`src/slm_pkg.sv`:
```
// shared constants, types and codes for the sound level meter
package slm_pkg;

   // ring geometry
   localparam int RING_DEPTH = 16;
   localparam int POS_W      = (RING_DEPTH > 1) ? $clog2(RING_DEPTH) : 1;
   localparam int FILL_W     = $clog2(RING_DEPTH + 1);

   // field widths
   localparam int SAMPLE_W = 10;
   localparam int LOUD_W   = 7;
   localparam int AVG_W    = 15;
   localparam int STATUS_W = 2;
   localparam int RANGE_W  = 7;

   // arithmetic widths
   localparam int SUM_W     = $clog2(100 * RING_DEPTH + 1);
   localparam int SCALE_W   = 17;
   localparam int DIV_NUM_W = (SUM_W + 8 > SCALE_W) ? SUM_W + 8 : SCALE_W;
   localparam int DIV_DEN_W = (FILL_W > SAMPLE_W) ? FILL_W : SAMPLE_W;
   localparam int DIV_CNT_W = $clog2(DIV_NUM_W + 1);
   localparam int PROD_W    = RANGE_W + FILL_W;
   localparam int CMP_W     = (SUM_W > PROD_W) ? SUM_W : PROD_W;

   // constants
   localparam logic [SAMPLE_W-1:0] SAMPLE_MAX = SAMPLE_W'(1023);
   localparam logic [LOUD_W-1:0]   LOUD_MAX   = LOUD_W'(100);

   // configuration register indexes
   localparam logic [1:0] CSR_NOISE_FLOOR   = 2'd0;
   localparam logic [1:0] CSR_MAX_AMPLITUDE = 2'd1;
   localparam logic [1:0] CSR_RANGE_LOW     = 2'd2;
   localparam logic [1:0] CSR_RANGE_HIGH    = 2'd3;

   // status codes
   localparam logic [STATUS_W-1:0] STATUS_GOOD = 2'd0;
   localparam logic [STATUS_W-1:0] STATUS_POOR = 2'd1;
   localparam logic [STATUS_W-1:0] STATUS_HIGH = 2'd2;

   // divider request
   typedef struct packed {
      logic                 start;
      logic [DIV_NUM_W-1:0] dividend;
      logic [DIV_DEN_W-1:0] divisor;
   } div_req_type;

endpackage

```
`src/sound_level_meter_unit.sv`:
```
// sound level meter: window peak-to-peak, loudness map, ring average, status
// samples without the last-of-window mark are taken one per cycle while idle, with
// no result; a last-of-window beat holds the input through map, loudness divide,
// store, average, average divide and result states, with two passes through the
// shared bit-serial divider, the first skipped when the loudness needs no divide;
// a stalled result adds its wait; synchronous reset loads register defaults, clears
// window, count, sum, position
module sound_level_meter_unit
   import slm_pkg::*;
(
   input  logic                clock,
   input  logic                reset,
   input  logic                csr_write_enable,
   input  logic [1:0]          csr_index,
   input  logic [SAMPLE_W-1:0] csr_write_data,
   input  logic                req_valid,
   output logic                req_stall,
   input  logic [SAMPLE_W-1:0] req_sample,
   input  logic                req_window_last,
   output logic                rsp_valid,
   input  logic                rsp_stall,
   output logic [LOUD_W-1:0]   rsp_loudness,
   output logic [AVG_W-1:0]    rsp_average_q8,
   output logic [STATUS_W-1:0] rsp_level_status,
   output logic                rsp_was_stored
);

   typedef enum logic [2:0] {
      ST_IDLE,
      ST_MAP,
      ST_DIV_LOUD,
      ST_STORE,
      ST_AVERAGE,
      ST_DIV_AVG,
      ST_RESULT
   } state_type;

   state_type            state_ff, state_in;
   logic [SAMPLE_W-1:0]  noise_floor_ff, noise_floor_in;
   logic [SAMPLE_W-1:0]  max_amp_ff, max_amp_in;
   logic [RANGE_W-1:0]   range_low_ff, range_low_in;
   logic [RANGE_W-1:0]   range_high_ff, range_high_in;
   logic [SAMPLE_W-1:0]  win_min_ff, win_min_in;
   logic [SAMPLE_W-1:0]  win_max_ff, win_max_in;
   logic [SAMPLE_W-1:0]  amp_ff, amp_in;
   logic [LOUD_W-1:0]    loud_ff, loud_in;
   logic [POS_W-1:0]     pos_ff, pos_in;
   logic [FILL_W-1:0]    fill_ff, fill_in;
   logic [SUM_W-1:0]     sum_ff, sum_in;
   logic                 stored_ff, stored_in;
   logic [AVG_W-1:0]     avg_ff, avg_in;
   logic [PROD_W-1:0]    low_prod_ff, low_prod_in;
   logic [PROD_W-1:0]    high_prod_ff, high_prod_in;
   logic                 rsp_valid_ff, rsp_valid_in;
   logic [LOUD_W-1:0]    rsp_loud_ff, rsp_loud_in;
   logic [AVG_W-1:0]     rsp_avg_ff, rsp_avg_in;
   logic [STATUS_W-1:0]  rsp_status_ff, rsp_status_in;
   logic                 rsp_stored_ff, rsp_stored_in;

   logic                 req_beat;
   logic [SAMPLE_W-1:0]  min_upd;
   logic [SAMPLE_W-1:0]  max_upd;
   logic [SAMPLE_W-1:0]  excess;
   logic [SAMPLE_W-1:0]  span;
   logic [SCALE_W-1:0]   scaled;
   logic [LOUD_W-1:0]    old_loud;
   logic                 ring_wr;
   logic [CMP_W-1:0]     sum_cmp;
   logic [CMP_W-1:0]     low_cmp;
   logic [CMP_W-1:0]     high_cmp;
   logic [STATUS_W-1:0]  status;
   div_req_type          div_req;
   logic                 div_done;
   logic [DIV_NUM_W-1:0] div_quotient;

   slm_div u_div (
      .clock        (clock),
      .reset        (reset),
      .div_req      (div_req),
      .div_done     (div_done),
      .div_quotient (div_quotient)
   );

   slm_ring u_ring (
      .clock   (clock),
      .rd_addr (pos_ff),
      .rd_data (old_loud),
      .wr_en   (ring_wr),
      .wr_addr (pos_ff),
      .wr_data (loud_ff)
   );

   assign req_stall = (state_ff != ST_IDLE);
   assign req_beat  = req_valid && !req_stall;

   // window extremes including the incoming sample
   assign min_upd = (req_sample < win_min_ff) ? req_sample : win_min_ff;
   assign max_upd = (req_sample > win_max_ff) ? req_sample : win_max_ff;

   // linear map operands
   assign excess = amp_ff - noise_floor_ff;
   assign span   = max_amp_ff - noise_floor_ff;
   assign scaled = SCALE_W'(excess) * SCALE_W'(100);

   // status from the exact mean
   assign sum_cmp  = CMP_W'(sum_ff);
   assign low_cmp  = CMP_W'(low_prod_ff);
   assign high_cmp = CMP_W'(high_prod_ff);
   always_comb begin
      priority if (sum_cmp >= low_cmp && sum_cmp <= high_cmp) begin
         status = STATUS_GOOD;
      end else if (sum_cmp < low_cmp) begin
         status = STATUS_POOR;
      end else begin
         status = STATUS_HIGH;
      end
   end

   // next state and datapath
   always_comb begin
      state_in       = state_ff;
      noise_floor_in = noise_floor_ff;
      max_amp_in     = max_amp_ff;
      range_low_in   = range_low_ff;
      range_high_in  = range_high_ff;
      win_min_in     = win_min_ff;
      win_max_in     = win_max_ff;
      amp_in         = amp_ff;
      loud_in        = loud_ff;
      pos_in         = pos_ff;
      fill_in        = fill_ff;
      sum_in         = sum_ff;
      stored_in      = stored_ff;
      avg_in         = avg_ff;
      low_prod_in    = low_prod_ff;
      high_prod_in   = high_prod_ff;
      rsp_valid_in   = rsp_valid_ff;
      rsp_loud_in    = rsp_loud_ff;
      rsp_avg_in     = rsp_avg_ff;
      rsp_status_in  = rsp_status_ff;
      rsp_stored_in  = rsp_stored_ff;
      ring_wr        = 1'b0;
      div_req        = '0;

      // configuration writes
      if (csr_write_enable) begin
         unique case (csr_index)
            CSR_NOISE_FLOOR:   noise_floor_in = csr_write_data;
            CSR_MAX_AMPLITUDE: max_amp_in     = csr_write_data;
            CSR_RANGE_LOW:     range_low_in   = csr_write_data[RANGE_W-1:0];
            CSR_RANGE_HIGH:    range_high_in  = csr_write_data[RANGE_W-1:0];
            default: ;
         endcase
      end

      // result beat taken downstream
      if (rsp_valid_ff && !rsp_stall) begin
         rsp_valid_in = 1'b0;
      end

      unique case (state_ff)
         ST_IDLE: begin
            if (req_beat) begin
               if (req_window_last) begin
                  amp_in     = max_upd - min_upd;
                  win_min_in = SAMPLE_MAX;
                  win_max_in = '0;
                  state_in   = ST_MAP;
               end else begin
                  win_min_in = min_upd;
                  win_max_in = max_upd;
               end
            end
         end
         ST_MAP: begin
            if (amp_ff < noise_floor_ff) begin
               loud_in  = '0;
               state_in = ST_STORE;
            end else if (max_amp_ff <= noise_floor_ff) begin
               loud_in  = LOUD_MAX;
               state_in = ST_STORE;
            end else begin
               div_req.start    = 1'b1;
               div_req.dividend = DIV_NUM_W'(scaled);
               div_req.divisor  = DIV_DEN_W'(span);
               state_in         = ST_DIV_LOUD;
            end
         end
         ST_DIV_LOUD: begin
            if (div_done) begin
               if (div_quotient > DIV_NUM_W'(LOUD_MAX)) begin
                  loud_in = LOUD_MAX;
               end else begin
                  loud_in = div_quotient[LOUD_W-1:0];
               end
               state_in = ST_STORE;
            end
         end
         ST_STORE: begin
            // read data at the write position is valid here
            stored_in = (loud_ff != '0) || (pos_ff == '0);
            if ((loud_ff != '0) || (pos_ff == '0)) begin
               ring_wr = 1'b1;
               if (fill_ff == FILL_W'(RING_DEPTH)) begin
                  sum_in = sum_ff - SUM_W'(old_loud) + SUM_W'(loud_ff);
               end else begin
                  fill_in = fill_ff + 1'b1;
                  sum_in  = sum_ff + SUM_W'(loud_ff);
               end
               if (pos_ff == POS_W'(RING_DEPTH - 1)) begin
                  pos_in = '0;
               end else begin
                  pos_in = pos_ff + 1'b1;
               end
            end
            state_in = ST_AVERAGE;
         end
         ST_AVERAGE: begin
            low_prod_in  = PROD_W'(range_low_ff) * PROD_W'(fill_ff);
            high_prod_in = PROD_W'(range_high_ff) * PROD_W'(fill_ff);
            if (fill_ff == '0) begin
               avg_in   = '0;
               state_in = ST_RESULT;
            end else begin
               div_req.start    = 1'b1;
               div_req.dividend = DIV_NUM_W'({sum_ff, 8'd0});
               div_req.divisor  = DIV_DEN_W'(fill_ff);
               state_in         = ST_DIV_AVG;
            end
         end
         ST_DIV_AVG: begin
            if (div_done) begin
               avg_in   = div_quotient[AVG_W-1:0];
               state_in = ST_RESULT;
            end
         end
         ST_RESULT: begin
            if (!rsp_valid_ff || !rsp_stall) begin
               rsp_valid_in  = 1'b1;
               rsp_loud_in   = loud_ff;
               rsp_avg_in    = avg_ff;
               rsp_status_in = status;
               rsp_stored_in = stored_ff;
               state_in      = ST_IDLE;
            end
         end
         default: state_in = ST_IDLE;
      endcase
   end

   always_ff @(posedge clock) begin
      if (reset) begin
         state_ff       <= ST_IDLE;
         noise_floor_ff <= SAMPLE_W'(10);
         max_amp_ff     <= SAMPLE_W'(350);
         range_low_ff   <= '0;
         range_high_ff  <= RANGE_W'(55);
         win_min_ff     <= SAMPLE_MAX;
         win_max_ff     <= '0;
         pos_ff         <= '0;
         fill_ff        <= '0;
         sum_ff         <= '0;
         rsp_valid_ff   <= 1'b0;
      end else begin
         state_ff       <= state_in;
         noise_floor_ff <= noise_floor_in;
         max_amp_ff     <= max_amp_in;
         range_low_ff   <= range_low_in;
         range_high_ff  <= range_high_in;
         win_min_ff     <= win_min_in;
         win_max_ff     <= win_max_in;
         pos_ff         <= pos_in;
         fill_ff        <= fill_in;
         sum_ff         <= sum_in;
         rsp_valid_ff   <= rsp_valid_in;
      end
      amp_ff        <= amp_in;
      loud_ff       <= loud_in;
      stored_ff     <= stored_in;
      avg_ff        <= avg_in;
      low_prod_ff   <= low_prod_in;
      high_prod_ff  <= high_prod_in;
      rsp_loud_ff   <= rsp_loud_in;
      rsp_avg_ff    <= rsp_avg_in;
      rsp_status_ff <= rsp_status_in;
      rsp_stored_ff <= rsp_stored_in;
   end

   assign rsp_valid        = rsp_valid_ff;
   assign rsp_loudness     = rsp_loud_ff;
   assign rsp_average_q8   = rsp_avg_ff;
   assign rsp_level_status = rsp_status_ff;
   assign rsp_was_stored   = rsp_stored_ff;

endmodule

```
`src/slm_div.sv`:
```
// restoring divider, one quotient bit per cycle
module slm_div
   import slm_pkg::*;
(
   input  logic                 clock,
   input  logic                 reset,
   input  div_req_type          div_req,
   output logic                 div_done,
   output logic [DIV_NUM_W-1:0] div_quotient
);

   logic                 busy_ff, busy_in;
   logic [DIV_CNT_W-1:0] count_ff, count_in;
   logic [DIV_NUM_W-1:0] work_ff, work_in;
   logic [DIV_DEN_W-1:0] rem_ff, rem_in;
   logic [DIV_DEN_W-1:0] divisor_ff, divisor_in;
   logic [DIV_DEN_W:0]   rem_shift;
   logic [DIV_DEN_W:0]   rem_diff;

   // one shift and trial subtract
   always_comb begin
      rem_shift  = {rem_ff, work_ff[DIV_NUM_W-1]};
      rem_diff   = rem_shift - {1'b0, divisor_ff};
      busy_in    = busy_ff;
      count_in   = count_ff;
      work_in    = work_ff;
      rem_in     = rem_ff;
      divisor_in = divisor_ff;
      if (div_req.start) begin
         busy_in    = 1'b1;
         count_in   = DIV_CNT_W'(DIV_NUM_W);
         work_in    = div_req.dividend;
         rem_in     = '0;
         divisor_in = div_req.divisor;
      end else if (busy_ff) begin
         if (count_ff == '0) begin
            busy_in = 1'b0;
         end else begin
            count_in = count_ff - 1'b1;
            if (rem_shift >= {1'b0, divisor_ff}) begin
               rem_in  = rem_diff[DIV_DEN_W-1:0];
               work_in = {work_ff[DIV_NUM_W-2:0], 1'b1};
            end else begin
               rem_in  = rem_shift[DIV_DEN_W-1:0];
               work_in = {work_ff[DIV_NUM_W-2:0], 1'b0};
            end
         end
      end
   end

   always_ff @(posedge clock) begin
      if (reset) begin
         busy_ff  <= 1'b0;
         count_ff <= '0;
      end else begin
         busy_ff  <= busy_in;
         count_ff <= count_in;
      end
      work_ff    <= work_in;
      rem_ff     <= rem_in;
      divisor_ff <= divisor_in;
   end

   assign div_done     = busy_ff && (count_ff == '0);
   assign div_quotient = work_ff;

endmodule

```
`src/slm_ring.sv`:
```
// loudness ring memory, one write and one registered read per cycle
module slm_ring
   import slm_pkg::*;
(
   input  logic              clock,
   input  logic [POS_W-1:0]  rd_addr,
   output logic [LOUD_W-1:0] rd_data,
   input  logic              wr_en,
   input  logic [POS_W-1:0]  wr_addr,
   input  logic [LOUD_W-1:0] wr_data
);

   logic [LOUD_W-1:0] ring_mem [RING_DEPTH];
   logic [LOUD_W-1:0] rd_data_ff;

   // write port
   always_ff @(posedge clock) begin
      if (wr_en) begin
         ring_mem[wr_addr] <= wr_data;
      end
   end

   // registered read port
   always_ff @(posedge clock) begin
      rd_data_ff <= ring_mem[rd_addr];
   end

   assign rd_data = rd_data_ff;

endmodule

```
`config.mk`:
```
export PLATFORM = sky130hd
export DESIGN_NAME = sound_level_meter_unit
export DESIGN_NICKNAME = d
export VERILOG_FILES = /design/src/slm_pkg.sv /design/src/sound_level_meter_unit.sv /design/src/slm_div.sv /design/src/slm_ring.sv
export SDC_FILE = /design/constraint.sdc
export NUM_CORES = 1
export LEC_CHECK = 0
export ABC_AREA = 1
export BUFFER_PORTS_ARGS = -buffer_cell sky130_fd_sc_hd__buf_2
export CAP_MARGIN = 20
export CORE_MARGIN = 5
export CORE_UTILIZATION = 64
export DETAILED_ROUTE_END_ITERATION = 8
export GPL_ROUTABILITY_DRIVEN = 1
export PLACE_DENSITY = 0.84
export SYNTH_ARGS = -nofsm -noshare
export SYNTH_HDL_FRONTEND = slang
export SYNTH_SLANG_ARGS = --single-unit
export TNS_END_PERCENT = 10
```
`constraint.sdc`:
```
create_clock -name clock -period 5.1 [get_ports clock]
set_clock_uncertainty 0.15 [all_clocks]
set_input_delay 1.53 -clock clock [delete_from_list [all_inputs] [get_ports clock]]
set_output_delay 1.53 -clock clock [all_outputs]
set_load 0.02 [all_outputs]
```
### Yosys cells after proc, flatten, opt, wreduce, memory -nomap -nowiden

Memory sizes are Yosys's and may differ from the RTL's. A register that Yosys moved wholly into a read port is not among the register bits.
Index checks and enable logic that the tools add are counted.
W data, S select, Z words.

| word-level totals | value |
|---|---|
| flip-flop bits (word level) | 205 |
| bits in latches | 0 |
| memory bits (writable) | 112 |
| ROM bits | 0 |
| word-level logic and storage cells | 151 |
| memories kept | 1 |

Memories:

| memory | words | width | rd ports | clocked after memory_dff | write ports | line | text |
|---|---|---|---|---|---|---|---|
| u_ring.ring_mem | 16 | 7 | 1 | 1 | 1 | slm_ring.sv:13 | `logic [LOUD_W-1:0] ring_mem [RING_DEPTH];` |

| cells by class | value |
|---|---|
| add/sub/neg operators | 10 |
| multipliers | 3 |
| divide/modulo/power cells | 0 |
| order comparisons | 9 |
| equality and inequality tests | 19 |
| shifts and indexed selects | 0 |
| multiplexer cells | 46 |
| bitwise operators | 2 |
| reduce and logical (&&, ||, !) cells | 34 |

Operator list:

| operator | number |
|---|---|
| $mux W30 | 3 |
| $pmux W30 S2 | 1 |
| $mux W19 | 3 |
| $mux W10 | 5 |
| $sub A10 B10 Y10 | 4 |
| $mux W15 | 2 |
| $pmux W15 S2 | 1 |
| $mux W7 | 4 |
| $mul A7 B5 Y12 | 2 |
| $add A11 B7 Y11 | 2 |
| $pmux W3 S7 | 1 |
| $lt A10 B10 Y1 | 2 |
| $gt A19 B7 Y1 const B | 1 |
| $reduce_and A2 Y1 | 9 |
| $mul A10 B5 Y15 const B | 1 |
| $mux W3 | 5 |
| $mux W5 | 3 |
| $ne A2 B2 Y1 const B | 7 |
| $pmux W7 S2 | 1 |
| $mux W1 | 13 |
| $ge A11 B12 Y1 | 1 |
| $le A11 B12 Y1 | 1 |
| $lt A11 B12 Y1 | 1 |
| $reduce_and A3 Y1 | 4 |
| 31 further kinds | 46 |

### Logic depth before layout (Yosys ltp)

Gate-level depths: netlist of the first run.

| depth | value |
|---|---|
| word-level depth | 7 |
| depth in mapped cells | 23 |

### Hierarchy

Synthesis of the first run repeated with hierarchy kept, for this count alone.

| second synthesis, totals | value |
|---|---|
| cells, all modules | 2431 |
| area total of the unflattened synthesis | 20443.4 µm² |

By module, submodules not included:

| module | times used | cells an instance | area an instance (µm²) |
|---|---|---|---|
| sound_level_meter_unit | 1 | 1637 | 12896.1 |
| slm_ring | 1 | 485 | 5034.8 |
| slm_div | 1 | 309 | 2512.4 |

### Least setup slack after synthesis of the first run

OpenSTA, ideal clock, no wires.

| path | value |
|---|---|
| kind | flip-flop to flip-flop |
| start point | register amp_ff[0] |
| end point | register u_div.work_ff[12] (netlist: u_div.div_quotient[12]), data pin |
| setup time | 0.259 ns |
| data arrival time | 3.958 ns |
| required time | 4.691 ns |
| slack | 0.732 ns |
| stages on the path, launching flop included | 21 |
| buffers on the path | 0 |
| period minus slack after synthesis | 4.368 ns |
| cell sequence | edfxtp_1 inv_1 ha_1 inv_1 fa_1 a31oi_1 o21ai_0 xor2_1 ha_1 ha_1 inv_1 fa_1 inv_1 ha_1 inv_1 o21ai_0 o21bai_1 a21oi_1 or2_2 nand3_1 nand3_1 |

| on the way | value |
|---|---|
| word-level cells in the longest chain between the ends | 6 |

RTL lines:

| what | line | text |
|---|---|---|
| from (decl) | sound_level_meter_unit.sv:45 | `logic [SAMPLE_W-1:0] amp_ff, amp_in;` |
| from (signal assigned) | sound_level_meter_unit.sv:277 | `amp_ff <= amp_in;` |
| $sub A10 B10 Y10 | sound_level_meter_unit.sv:101 | `assign excess = amp_ff - noise_floor_ff;` |
| $mul A10 B5 Y15 | sound_level_meter_unit.sv:103 | `assign scaled = SCALE_W'(excess) * SCALE_W'(100);` |
| $mux W30 | sound_level_meter_unit.sv:179 | `end else if (max_amp_ff <= noise_floor_ff) begin` |
| $mux W30 (*) | sound_level_meter_unit.sv:176 | `if (amp_ff < noise_floor_ff) begin` |
| $pmux W30 S2 (*) | sound_level_meter_unit.sv:161 | `unique case (state_ff)` |
| $mux W19 (*) | slm_div.sv:29 | `if (div_req.start) begin` |
| via u_div.work_in[12] | slm_div.sv:14 | `logic [DIV_NUM_W-1:0] work_ff, work_in;` |
| to (signal assigned) | slm_div.sv:59 | `work_ff <= work_in;` |
| to (decl) | slm_div.sv:14 |  |

The timed path passes the listed nets; every way through them passes the cells marked *.
A chain may end at the register's enable or synchronous reset.

### Worst setup path in the final report of the first run

Ends and elaborated chain as after synthesis.

==> Implementation_results.wiki, run 1 <==
{| class="wikitable"
! Metric !! Value
|-
| Clock tree from TritonCTS || yes
|-
| Standard cell core area || 30400 µm²
|-
| Initial Util || 64.6%
|-
| Normalized max-slew margin || 41.1%
|-
| Most common cell in the synthesized netlist || sky130_fd_sc_hd__nand2_1
|-
| Largest area contributor in the synthesized netlist || sky130_fd_sc_hd__edfxtp_1
|-
| Area of the mapped netlist || 19700 µm²
|-
| Setup violations, final || 0
|-
| Clock tree root driver cell || sky130_fd_sc_hd__clkbuf_16
|-
| Compound-gate portion of the synthesized area || 10.4%
|-
| Net count of the mapped netlist || 2516
|-
| Library cells used by synthesis || 41
|-
| EDFF count, synth || 223
|-
| Fraction of layout instances using a drive strength above 1 || 6.50%
|-
| Number of slew-limit violations in the final report || 0
|-
| Clock buffers created by TritonCTS || 35
|-
| Number of antenna repair diodes || 0
|-
| Hold Fails Final Rpt || 0
|-
| Vias post-DR || 15.9k
|-
| Hold-fix buffer count after cts || 0
|-
| Mapped Avg Cell Area || 8.70 µm²
|-
| Fraction of the mapped netlist area in adder cells || 16.4%
|-
| Post-route antenna net violation count || 0
|-
| Drt total wl || 46.6 mm
|-
| Initial antenna violation count || 0
|-
| Number of max-cap violations || 0
|-
| Overall die width || 185 µm
|-
| Per-cell via count in the routed design || 5.82
|-
| Total clock sinks || 324
|-
| Number of levels the H-tree was split into || 2
|-
| Number of instances in the synthesized netlist || 2259
|-
| WL/cell || 17.0 µm
|-
| Pre-CTS setup slack || 327 ps
|-
| Share of the clock period used by the worst path after layout || 93.6%
|-
| Routed wire length on met3 || 4.00 mm
|-
| Main flop type after synthesis || sky130_fd_sc_hd__edfxtp_1
|-
| Detailed route wirelength on metal2 || 22.4 mm
|-
| Maximum frequency from static timing analysis || 209 MHz
|-
| Placement row count || 64
|-
| Worst voltage drop across the vdd grid || 0.000517 V
|-
| Final global-route overflow total || 0
|-
| Nets@finish || 2571
|-
| Final-layout worst hold slack || 274 ps
|-
| Crit-path max FO || 4
|-
| Power per cell area || 517 nW/µm²
|-
| Portion of synthesized cell area occupied by the leading cell type || 34.1%
|-
| Min-Delay Path Class || flop to flop
|-
| Share of flip-flops with an asynchronous set or reset after synthesis || 0%
|-
| GPL Wtd Cong || 0.960
|-
| Met1 wire length || 18.7 mm
|-
| Combinational family with the most area after synthesis || simple AND/OR/NAND/NOR gates
|-
| Most used standard cells in the synthesized netlist || sky130_fd_sc_hd__nand2_1 (455), sky130_fd_sc_hd__inv_1 (359), sky130_fd_sc_hd__edfxtp_1 (223)
|-
| Post-layout minimum cycle time || 4770 ps
|-
| Critical Path AT || 4900 ps
|-
| Top sig layer || met4
|-
| Sequential cell area fraction in the yosys report || 44.4%
|-
| Via count of the first global-routing pass || 15.7k
|-
| Kind of capture point of the worst setup path || flop
|-
| Clock buffer depth || 3
|-
| Clk Latency, worst-skew pair || 530 ps
|-
| Port bufs || 54
|-
| RSZ-0062 raised after global routing || false
|-
| All-layer global routing usage || 27.1%
|-
| Detail Placement HPWL || 33.5 mm
|-
| Class of the most critical setup path || flop to flop
|-
| Largest net degree at the start of global routing || 61
|-
| CP required || 5230 ps
|-
| Kind of start point of the critical path || flop
|-
| Post-cts resize count || 0
|-
| Worst path setup slack after routing || 326 ps
|-
| Leakage || 0.0100 µW
|-
| Total I/O pin count || 55
|-
| Area fraction in and, or, nand and nor cells after synthesis || 17.8%
|-
| Number of synthesized register bits || 324
|-
| Detailed-routing iteration count for the pre-antenna-repair pass || 6
|-
| First-pass GRT wire length || 75.6 mm
|-
| Xor-xnor portion of the synthesized cell area || 2.76%
|-
| Yosys warns || 0
|-
| Area delta synth->final || 9.45%
|-
| DRC violations left || 0
|-
| Biggest area contributors in the synthesized netlist || sky130_fd_sc_hd__edfxtp_1 (34%), sky130_fd_sc_hd__ha_1 (12%), sky130_fd_sc_hd__dfxtp_1 (10%)
|-
| Number of setup buffers added after CTS || 0
|-
| Sum of negative setup slack || 0 ps
|-
| Vert. Die Dim || 185 µm
|-
| Drt initial violations || 1395
|-
| Register clock-pin slew on the reported worst setup and hold paths || 60 ps
|-
| Share of cell area taken by muxes after synthesis || 0.0509%
|-
| Worst-margin pin slew || 884 ps
|-
| Total die area || 34300 µm²
|-
| Result of the run || complete, no violations
|}
-- cell families after synthesis --
logic type / Yosys count
xor gates and xnor gates: 62
and+or+nand+nor: 838
adders and majority gates: 229
DFF: 324
buffers and inverters: 424
AOI/OAI and AO/OA: 381
muxes: 1
-- registers in the layout, indices dropped and copies added, names as in the netlist, 5 cells and up --
signal              flops
avg_ff                 15
u_ring.ring_mem       112
u_ring.rd_data          7
loud_ff                 7
rsp_average_q8         15
win_max_ff             10
fill_ff                 5
sum_ff                 11
range_high_ff           7
range_low_ff            7
u_div.rem_ff           10
low_cmp                12
u_div.count_ff          5
high_cmp               12
rsp_loudness            7
amp_ff                 10
noise_floor_ff         10
u_div.divisor_ff       10
max_amp_ff             10
u_div.div_quotient     19
win_min_ff             10
-- per-stage QoR --
stage | power, µW | cells | instance area (µm²) | util (%)
6_report | 11100 | 2736 | 21500 | 70.7
5_1_grt | 11900 | 2736 | 21500 | 70.7
4_1_cts | 11000 | 2735 | 21500 | 70.7
3_5_place_dp | 8440 | 2672 | 20300 | 66.9
3_3_place_gp | 8300 | 2672 | 20300 | 66.9
2_1_floorplan | 7240 | 2259 | 19700 | -
-- final cells by class --
type                            count  area [µm²]
Tap cell                          396         495
Clock inverter                     16         158
Sequential cell                   324        8720
Timing Repair Buffer               79         458
Fill cell                        2230        8910
Inverter                          363        1360
Clock buffer                       47        1000
Multi-Input combinational cell   1511        9320
-- power breakdown --
| part | switching (µW) | leakage (µW) | internal [µW] |
|---|---|---|---|
| registers | 283 | 0.00286 | 3320 |
| clock network | 1040 | 0.000571 | 1500 |
| logic | 3210 | 0.00658 | 1780 |
| total | 4540 | 0.0100 | 6590 |
-- critical path, stage by stage, from the launching register on --
cell                       delay (ps)
sky130_fd_sc_hd__edfxtp_1         380
sky130_fd_sc_hd__inv_1             70
sky130_fd_sc_hd__ha_1             130
sky130_fd_sc_hd__inv_1             60
sky130_fd_sc_hd__fa_1             440
sky130_fd_sc_hd__a31oi_1          360
sky130_fd_sc_hd__o21ai_0          200
sky130_fd_sc_hd__xor2_1           260
sky130_fd_sc_hd__ha_1             270
sky130_fd_sc_hd__ha_1             290
sky130_fd_sc_hd__inv_1             50
sky130_fd_sc_hd__fa_1             500
sky130_fd_sc_hd__inv_1             40
sky130_fd_sc_hd__ha_1             320
sky130_fd_sc_hd__inv_1             70
sky130_fd_sc_hd__o21ai_0          250
sky130_fd_sc_hd__o21bai_1         190
sky130_fd_sc_hd__a21oi_1           90
sky130_fd_sc_hd__or2_2            280
sky130_fd_sc_hd__nand3_1           70
sky130_fd_sc_hd__nand3_1           70
-- worst paths after layout --
| path | startpoint | endpoint | slack (ps) | cells past startpoint |
|---|---|---|---|---|
| min reg2reg | avg_ff[10]$_SDFFCE_PN0P_ | rsp_average_q8[10]$_DFFE_PP_ | 270 | 0 |
| min | avg_ff[10]$_SDFFCE_PN0P_ | rsp_average_q8[10]$_DFFE_PP_ | 270 | 0 |
| max reg2reg | amp_ff[0]$_DFFE_PP_ | u_div.div_quotient[12]$_DFFE_PP_ | 330 | 20 |
| max | amp_ff[0]$_DFFE_PP_ | u_div.div_quotient[12]$_DFFE_PP_ | 330 | 20 |
-- placed cells by master (no fill, tap or decap), types with 6 or more instances in the layout --
cell type                   synthesis  final
sky130_fd_sc_hd__xor2_1            45     45
sky130_fd_sc_hd__clkbuf_1          42      7
sky130_fd_sc_hd__fa_1              47     47
sky130_fd_sc_hd__buf_4              4     25
sky130_fd_sc_hd__a31oi_1            6      6
sky130_fd_sc_hd__clkbuf_16          0     38
sky130_fd_sc_hd__dfxtp_1          101    101
sky130_fd_sc_hd__nand3_1          138    138
sky130_fd_sc_hd__o22ai_1           35     35
sky130_fd_sc_hd__buf_2             14     54
sky130_fd_sc_hd__nand2_1          455    455
sky130_fd_sc_hd__a21oi_1          158    158
sky130_fd_sc_hd__inv_1            359    359
sky130_fd_sc_hd__nor3_1            14     14
sky130_fd_sc_hd__ha_1             182    182
sky130_fd_sc_hd__xnor2_1           17     17
sky130_fd_sc_hd__nand4_1           37     37
sky130_fd_sc_hd__nor2_1           178    177
sky130_fd_sc_hd__o21bai_1           7      7
sky130_fd_sc_hd__o211ai_1           9      9
sky130_fd_sc_hd__edfxtp_1         223    223
sky130_fd_sc_hd__o21ai_0          145    145
-- routing by layer --
metal	track usage (%)	up-vias
met3	4.34	133
li1	-	7636
met1	35.6	7440
met2	46.0	707
met4	9.54	0
met5	0	-
Note: power is estimated with default switching activity, not from simulation.
==> run 2, diff against run 1 <==
--- a/config.mk
+++ b/config.mk
@@ -9,10 +9,10 @@
 export BUFFER_PORTS_ARGS = -buffer_cell sky130_fd_sc_hd__buf_2
 export CAP_MARGIN = 20
 export CORE_MARGIN = 5
-export CORE_UTILIZATION = 64
+export CORE_UTILIZATION = 66
 export DETAILED_ROUTE_END_ITERATION = 8
 export GPL_ROUTABILITY_DRIVEN = 1
-export PLACE_DENSITY = 0.84
+export PLACE_DENSITY = 0.86
 export SYNTH_ARGS = -nofsm -noshare
 export SYNTH_HDL_FRONTEND = slang
 export SYNTH_SLANG_ARGS = --single-unit
==> constraint.sdc (replaced) <==
create_clock -name clock -period 5.59 [get_ports clock]
set_clock_uncertainty 0.15 [all_clocks]
set_input_delay 1.677 -clock clock [delete_from_list [all_inputs] [get_ports clock]]
set_output_delay 1.677 -clock clock [all_outputs]
set_load 0.02 [all_outputs]
==> run 2 against run 1 <==
Against the previous run: setup slack improved by 390 ps; die area fell by 2.9%; non-clock buffer count is 9 lower; clock-buffer cell count shrank 2; global-route usage up 0.82 points; maximum frequency decreased by 2.1%; worst hold slack got worse by 5.5 ps; cell area is 0.34% lower; register-to-register slack better by 390 ps; utilization rose by 1.8 points; cell count is 0.51% lower; critical path type unchanged; largest power group unchanged.
==> Implementation_results.wiki, run 2 (synthesized netlist as in run 1, its figures left out) <==
{| class="wikitable"
! Metric !! Value
|-
| GPL Wtd Cong || 0.931 (was 0.960)
|-
| RSZ-0062 raised after global routing || false (unchanged)
|-
| Min-Delay Path Class || flop to flop (unchanged)
|-
| Kind of capture point of the worst setup path || flop (unchanged)
|-
| Via count of the first global-routing pass || 15.5k (was 15.7k)
|-
| Result of the run || complete, no violations (unchanged)
|-
| Normalized max-slew margin || 25.6% (was 41.1%)
|-
| Leakage || 0.00995 µW (was 0.0100 µW)
|-
| Total I/O pin count || 55 (unchanged)
|-
| Power per cell area || 473 nW/µm² (was 517 nW/µm²)
|-
| Number of max-cap violations || 0 (unchanged)
|-
| All-layer global routing usage || 28.0% (was 27.1%)
|-
| Library cell appearing most often on the critical path || sky130_fd_sc_hd__inv_1 (unchanged)
|-
| Finished Core Util || 72.5% (was 70.7%)
|-
| Worst-margin pin slew || 1110 ps (was 884 ps)
|-
| Initial antenna violation count || 1 (was 0)
|-
| Standard cell core area || 29600 µm² (was 30400 µm²)
|-
| Per-cell via count in the routed design || 5.83 (was 5.82)
|-
| Vert. Die Dim || 183 µm (was 185 µm)
|-
| Final-layout worst hold slack || 269 ps (was 274 ps)
|-
| Kind of start point of the critical path || flop (unchanged)
|-
| Overall die width || 183 µm (was 185 µm)
|-
| Crit-path max FO || 4 (unchanged)
|-
| Largest net degree at the start of global routing || 61 (unchanged)
|-
| Final global-route overflow total || 0 (unchanged)
|-
| Clk Latency, worst-skew pair || 530 ps (about the same)
|-
| Worst voltage drop across the vdd grid || 0.000486 V (was 0.000517 V)
|-
| Register clock-pin slew on the reported worst setup and hold paths || 70 ps (was 60 ps)
|-
| Hold Fails Final Rpt || 0 (unchanged)
|-
| Reg with most FFs || u_ring.ring_mem (unchanged)
|-
| Port bufs || 54 (unchanged)
|-
| Maximum frequency from static timing analysis || 205 MHz (was 209 MHz)
|-
| Critical Path AT || 5020 ps (was 4900 ps)
|-
| Setup violations, final || 0 (unchanged)
|-
| Top Family by Delay on Critical Path || adder cells (unchanged)
|-
| Vias post-DR || 15.9k (about the same)
|-
| Most frequent standard cell in the layout excluding fill and tap cells || sky130_fd_sc_hd__nand2_1 (unchanged)
|-
| Post-cts resize count || 0 (unchanged)
|-
| Layout fillers || 2082 (was 2230)
|-
| Slowest Stage Delay on Critical Path || 500 ps (about the same)
|-
| Detailed-routing iteration count for the pre-antenna-repair pass || 6 (unchanged)
|-
| Total die area || 33300 µm² (was 34300 µm²)
|-
| Worst path bufs/invs || 5 (unchanged)
|-
| Class of the most critical setup path || flop to flop (unchanged)
|-
| Nets@finish || 2562 (was 2571)
|-
| Hold-fix buffer count after cts || 0 (unchanged)
|-
| WL/cell || 17.2 µm (was 17.0 µm)
|-
| Clock buffer depth || 3 (unchanged)
|-
| Drt initial violations || 1483 (was 1395)
|-
| Share of the clock period used by the worst path after layout || 87.3% (was 93.6%)
|-
| Drt total wl || 46.9 mm (was 46.6 mm)
|-
| Fraction of layout instances using a drive strength above 1 || 6.13% (was 6.50%)
|-
| DRC violations left || 0 (unchanged)
|-
| Post-layout minimum cycle time || 4880 ps (was 4770 ps)
|-
| Clock tree root driver cell || sky130_fd_sc_hd__clkbuf_16 (unchanged)
|-
| Sum of negative setup slack || 0 ps (unchanged)
|-
| Flip-flop count of the largest register, all copies and words added || 112 (unchanged)
|-
| Clock buffers created by TritonCTS || 35 (unchanged)
|-
| Clock tree from TritonCTS || yes (unchanged)
|-
| Number of levels the H-tree was split into || 2 (unchanged)
|-
| First-pass GRT wire length || 76.2 mm (was 75.6 mm)
|-
| Total clock sinks || 324 (unchanged)
|-
| Post-route antenna net violation count || 0 (unchanged)
|-
| Number of slew-limit violations in the final report || 0 (unchanged)
|-
| Number of antenna repair diodes || 0 (unchanged)
|-
| Cell with the largest stage delay on the worst path || sky130_fd_sc_hd__fa_1 (unchanged)
|-
| Detail Placement HPWL || 33.5 mm (about the same)
|-
| Initial Util || 66.5% (was 64.6%)
|-
| Commonest cells after routing, fill and taps aside || sky130_fd_sc_hd__nand2_1 (455), sky130_fd_sc_hd__inv_1 (359), sky130_fd_sc_hd__edfxtp_1 (223) (unchanged)
|-
| Area delta synth->final || 9.08% (was 9.45%)
|-
| CP required || 5730 ps (was 5230 ps)
|-
| Placement row count || 63 (was 64)
|-
| Critical path cell sequence || inv_1 > ha_1 > inv_1 > fa_1 > a31oi_1 > o21ai_0 > xor2_1 > ha_1 > ha_1 > inv_1 > fa_1 > inv_1 > ha_1 > inv_1 > o21ai_0 > o21bai_1 > a21oi_1 > or2_2 > nand3_1 > nand3_1 (unchanged)
|-
| Number of setup buffers added after CTS || 0 (unchanged)
|}
-- run 2: final timing paths --
check	startpoint	to	slack, ps	cells past startpoint
setup / recovery	amp_ff[0]$_DFFE_PP_	u_div.div_quotient[12]$_DFFE_PP_	710	20
hold / removal	avg_ff[8]$_SDFFCE_PN0P_	rsp_average_q8[8]$_DFFE_PP_	270	0
setup reg to reg	amp_ff[0]$_DFFE_PP_	u_div.div_quotient[12]$_DFFE_PP_	710	20
hold reg to reg	avg_ff[8]$_SDFFCE_PN0P_	rsp_average_q8[8]$_DFFE_PP_	270	0
-- run 2: stage by stage --
step,instances,worst slack [ps],cell area [µm²],power (µW)
2_1_floorplan,2259,1220,19700,6600
3_5_place_dp,2657,627,20300,7710
4_1_cts,2721,779,21400,10100
6_report,2722,712,21400,10100
3_3_place_gp,2657,786,20300,7570
5_1_grt,2722,393,21400,10900
-- run 2: worst reg2reg max path: stages (launching register included) --
cell and delay (ps):
sky130_fd_sc_hd__edfxtp_1 390, sky130_fd_sc_hd__inv_1 80, sky130_fd_sc_hd__ha_1 130, sky130_fd_sc_hd__inv_1 60
sky130_fd_sc_hd__fa_1 420, sky130_fd_sc_hd__a31oi_1 370, sky130_fd_sc_hd__o21ai_0 200, sky130_fd_sc_hd__xor2_1 390
sky130_fd_sc_hd__ha_1 310, sky130_fd_sc_hd__ha_1 270, sky130_fd_sc_hd__inv_1 50, sky130_fd_sc_hd__fa_1 500
sky130_fd_sc_hd__inv_1 50, sky130_fd_sc_hd__ha_1 330, sky130_fd_sc_hd__inv_1 80, sky130_fd_sc_hd__o21ai_0 220
sky130_fd_sc_hd__o21bai_1 170, sky130_fd_sc_hd__a21oi_1 80, sky130_fd_sc_hd__or2_2 290, sky130_fd_sc_hd__nand3_1 70
sky130_fd_sc_hd__nand3_1 60
-- run 2: area by class of cell --
cell class | count | area [µm²] | share of cell area [%]
timing repair buffer | 70 | 398 | 1.86
clock buffer | 45 | 923 | 4.31
tap | 390 | 488 | 2.28
clock inverter | 19 | 234 | 1.09
inverter | 363 | 1360 | 6.35
sequential | 324 | 8720 | 40.7
multi-input combinational | 1511 | 9320 | 43.5
-- run 2: power by group --
part	switching (µW)	internal [µW]	total [µW]	leakage, µW
Combinational	2880	1600	4480	0.00654
Sequential	294	3030	3320	0.00286
Clock	1010	1340	2340	0.000559
-- run 2: per-layer routing --
layer / up-vias / GRT usage (%) / part of all wire [%]
met3: 147 / 4.76 / 9.6
met2: 830 / 47.3 / 48
met1: 7284 / 36.9 / 39
met4: 2 / 9.04 / 3.4
met5: - / 0 / 0.023
li1: 7606 / - / -
==> run 3, diff against run 2 <==
--- a/config.mk
+++ b/config.mk
@@ -15,5 +15,6 @@
 export PLACE_DENSITY = 0.86
 export SYNTH_ARGS = -nofsm -noshare
 export SYNTH_HDL_FRONTEND = slang
+export SYNTH_HIERARCHICAL = 1
 export SYNTH_SLANG_ARGS = --single-unit
 export TNS_END_PERCENT = 10
==> run 3 against run 2 <==
Against the previous run: global-route usage shrank 0.96 points; largest power group is now registers; cell area grew 2.8%; die area is 3.8% higher; combinational power down 40%; highest routed layer is now met4; clock-buffer cell count up 3; non-clock buffer count fell by 3; synthesized cell count up 7.6%; critical path depth decreased by 3; sequential power is 16% lower; register-to-register slack better by 290 ps; flip-flop and latch count unchanged; largest cell class unchanged.
==> Implementation_results.wiki, run 3 <==
{| class="wikitable"
! Metric !! Value
|-
| Result of the run || complete, no violations (unchanged)
|-
| Main flop type after synthesis || sky130_fd_sc_hd__edfxtp_1 (unchanged)
|-
| Flip-flop count of the largest register, all copies and words added || 112 (unchanged)
|-
| DRC violations left || 0 (unchanged)
|-
| Reg with most FFs || u_ring/ring_mem (was u_ring.ring_mem)
|-
| Clock buffer depth || 3 (unchanged)
|-
| Power per cell area || 347 nW/µm² (was 473 nW/µm²)
|-
| Post-cts resize count || 0 (unchanged)
|-
| Sequential cell area fraction in the yosys report || 42.6% (was 44.4%)
|-
| Clock tree root driver cell || sky130_fd_sc_hd__clkbuf_16 (unchanged)
|-
| All-layer global routing usage || 27.0% (was 28.0%)
|-
| Leakage || 0.0107 µW (was 0.00995 µW)
|-
| Most frequent standard cell in the layout excluding fill and tap cells || sky130_fd_sc_hd__nand2_1 (unchanged)
|-
| Critical Path AT || 4880 ps (was 5020 ps)
|-
| Setup violations, final || 0 (unchanged)
|-
| RSZ-0062 raised after global routing || false (unchanged)
|-
| Final global-route overflow total || 0 (unchanged)
|-
| Clock tree from TritonCTS || yes (unchanged)
|-
| Hold Fails Final Rpt || 0 (unchanged)
|-
| Normalized max-slew margin || 35.6% (was 25.6%)
|-
| Initial antenna violation count || 0 (was 1)
|-
| CP required || 5720 ps (was 5730 ps)
|-
| Sum of negative setup slack || 0 ps (unchanged)
|-
| Class of the most critical setup path || input pin to flop (was flop to flop)
|-
| Number of max-cap violations || 0 (unchanged)
|-
| Placement row count || 64 (was 63)
|-
| Total clock sinks || 324 (unchanged)
|-
| Standard cell core area || 30600 µm² (was 29600 µm²)
|-
| Drt total wl || 46.4 mm (was 46.9 mm)
|-
| Kind of start point of the critical path || input pin (was flop)
|-
| Clk Latency, worst-skew pair || 530 ps (about the same)
|-
| Most common cell in the synthesized netlist || sky130_fd_sc_hd__nand2_1 (unchanged)
|-
| Post-route antenna net violation count || 0 (unchanged)
|-
| Most used standard cells in the synthesized netlist || sky130_fd_sc_hd__nand2_1 (622), sky130_fd_sc_hd__inv_1 (416), sky130_fd_sc_hd__edfxtp_1 (223) (was sky130_fd_sc_hd__nand2_1 (455), sky130_fd_sc_hd__inv_1 (359), sky130_fd_sc_hd__edfxtp_1 (223))
|-
| Vert. Die Dim || 186 µm (was 183 µm)
|-
| Critical path cell sequence || buf_2 > ha_1 > nand2_1 > nor2_1 > nand3_1 > nand3_1 > nand2_1 > o21ai_0 > ha_1 > inv_1 > fa_1 > nand3_1 > nand2_1 > a21oi_1 > nor2_1 > nor2_1 > xnor2_1 (was inv_1 > ha_1 > inv_1 > fa_1 > a31oi_1 > o21ai_0 > xor2_1 > ha_1 > ha_1 > inv_1 > fa_1 > inv_1 > ha_1 > inv_1 > o21ai_0 > o21bai_1 > a21oi_1 > or2_2 > nand3_1 > nand3_1)
|-
| Portion of synthesized cell area occupied by the leading cell type || 32.8% (was 34.1%)
|-
| Mapped Avg Cell Area || 8.41 µm² (was 8.70 µm²)
|-
| GPL Wtd Cong || 0.954 (was 0.931)
|-
| Number of levels the H-tree was split into || 2 (unchanged)
|-
| Area of the mapped netlist || 20400 µm² (was 19700 µm²)
|-
| Crit-path max FO || 13 (was 4)
|-
| Kind of capture point of the worst setup path || flop (unchanged)
|-
| Post-layout minimum cycle time || 4760 ps (was 4880 ps)
|-
| Drt initial violations || 1491 (was 1483)
|-
| Number of setup buffers added after CTS || 0 (unchanged)
|-
| Number of cells after detailed placement || 2833 (was 2657)
|-
| Overall die width || 186 µm (was 183 µm)
|-
| Port bufs || 54 (unchanged)
|-
| Total I/O pin count || 55 (unchanged)
|-
| WL/cell || 16.0 µm (was 17.2 µm)
|-
| Commonest cells after routing, fill and taps aside || sky130_fd_sc_hd__nand2_1 (622), sky130_fd_sc_hd__inv_1 (416), sky130_fd_sc_hd__edfxtp_1 (223) (was sky130_fd_sc_hd__nand2_1 (455), sky130_fd_sc_hd__inv_1 (359), sky130_fd_sc_hd__edfxtp_1 (223))
|-
| Yosys warns || 6 (was 0)
|-
| Clock buffers created by TritonCTS || 34 (was 35)
|-
| Vias post-DR || 16.4k (was 15.9k)
|-
| Via count of the first global-routing pass || 16.1k (was 15.5k)
|-
| Nets@finish || 2729 (was 2562)
|-
| Number of instances in the synthesized netlist || 2431 (was 2259)
|-
| Cell with the largest stage delay on the worst path || sky130_fd_sc_hd__nand2_1 (was sky130_fd_sc_hd__fa_1)
|-
| Detail Placement HPWL || 33.6 mm (was 33.5 mm)
|-
| Min-Delay Path Class || flop to flop (unchanged)
|-
| Worst-margin pin slew || 965 ps (was 1110 ps)
|-
| Initial Util || 66.8% (was 66.5%)
|-
| Largest net degree at the start of global routing || 65 (was 61)
|-
| Hold-fix buffer count after cts || 0 (unchanged)
|-
| EDFF count, synth || 223 (unchanged)
|-
| Area delta synth->final || 7.81% (was 9.08%)
|-
| Worst voltage drop across the vdd grid || 0.000344 V (was 0.000486 V)
|-
| Fin cells || 2896 (was 2722)
|-
| Per-cell via count in the routed design || 5.67 (was 5.83)
|-
| Share of the clock period used by the worst path after layout || 85.1% (was 87.3%)
|-
| Library cells used by synthesis || 55 (was 41)
|-
| Number of slew-limit violations in the final report || 0 (unchanged)
|-
| Layout fillers || 2243 (was 2082)
|-
| Number of synthesized register bits || 324 (unchanged)
|-
| Biggest area contributors in the synthesized netlist || sky130_fd_sc_hd__edfxtp_1 (33%), sky130_fd_sc_hd__nand2_1 (11%), sky130_fd_sc_hd__ha_1 (11%) (was sky130_fd_sc_hd__edfxtp_1 (34%), sky130_fd_sc_hd__ha_1 (12%), sky130_fd_sc_hd__dfxtp_1 (10%))
|-
| Total die area || 34600 µm² (was 33300 µm²)
|-
| Share of flip-flops with an asynchronous set or reset after synthesis || 0% (unchanged)
|-
| First-pass GRT wire length || 76.4 mm (was 76.2 mm)
|-
| Largest area contributor in the synthesized netlist || sky130_fd_sc_hd__edfxtp_1 (unchanged)
|-
| Detailed-routing iteration count for the pre-antenna-repair pass || 5 (was 6)
|-
| Number of antenna repair diodes || 0 (unchanged)
|-
| Maximum frequency from static timing analysis || 210 MHz (was 205 MHz)
|-
| Fraction of layout instances using a drive strength above 1 || 7.44% (was 6.13%)
|-
| Register clock-pin slew on the reported worst setup and hold paths || 60 ps (was 70 ps)
|-
| Slowest Stage Delay on Critical Path || 420 ps (was 500 ps)
|}
## run 3: cell count changes after synthesis, sizes merged, moves of 4 or more
cell,previous run,this run
nor2,183,165
o22ai,35,13
a21oi,158,133
xor2,45,41
inv,362,428
o21ai,149,90
clkbuf,42,26
nand4,37,21
nand3b,0,9
nand2,457,635
buf,19,34
nand3,138,194
## run 3: path summary, 6_finish.rpt
path                                start                                to  slack, ps  depth (start not counted)
hold reg to reg   avg_ff[6]$_SDFFCE_PP0P_       rsp_average_q8[6]$_DFFE_PP_        270                          0
setup reg to reg      amp_ff[2]$_DFFE_PP_  u_div/div_quotient[12]$_DFFE_PP_       1000                         21
hold / removal    avg_ff[6]$_SDFFCE_PP0P_       rsp_average_q8[6]$_DFFE_PP_        270                          0
setup / recovery            req_sample[9]               amp_ff[6]$_DFFE_PP_        830                         17
## run 3: area by class of cell
cell class,count,area (µm²),share of cell area (%)
inverter,429,1610,7.31
tap,396,495,2.25
clock buffer,48,945,4.29
clock inverter,13,95.1,0.431
timing repair buffer,67,372,1.69
multi-input combinational,1619,9800,44.5
sequential,324,8720,39.6
## run 3: cells by family (layout without fill, tap and decap cells)
| family | after synthesis | after routing | synth area share [%] |
|---|---|---|---|
| other | 1 | 2 | 0.0183 |
| multiplexers | 1 | 1 | 0.0490 |
| AND/OR/NAND/NOR | 1048 | 1048 | 21.9 |
| AO/OA/AOI/OAI | 285 | 285 | 7.95 |
| adder cells (fa/ha/maj) | 226 | 226 | 15.6 |
| flip-flops | 324 | 324 | 42.6 |
| buffers and inverters | 489 | 557 | 9.46 |
| XOR/XNOR | 57 | 57 | 2.44 |
## run 3: power by group
group | internal [µW] | total, µW | switching, µW
registers | 2710 | 2800 | 95.7
clock network | 1200 | 2130 | 932
logic | 1040 | 2710 | 1670
total | 4950 | 7640 | 2690
## run 3: worst max-delay path: cells and delay by family
family                   cells  cell delay [ps]
AO/OA/AOI/OAI                2              490
adder cells (fa/ha/maj)      3              900
buffers and inverters        2              210
XOR/XNOR                     1               80
AND/OR/NAND/NOR              9             1530
## run 3: layer usage
layer | track usage, % | vias to the layer above | share of wire (%)
met2 | 46.0 | 685 | 48
li1 | - | 7974 | -
met3 | 3.63 | 134 | 7.3
met1 | 35.5 | 7636 | 41
met5 | 0 | - | 0
met4 | 9.97 | 0 | 3.5
## run 3: through the flow
step	setup WS (ps)	util, %	hold WS (ps)	instance area (µm²)	total power [µW]
final	834	72.1	268	22000	7640
after global routing	630	72.1	274	22000	8140
after CTS	970	72.0	267	22000	7640
after detailed placement	440	68.6	255	21000	5510
after global placement	560	68.6	252	21000	5420
after floorplan	1310	-	250	20400	4950
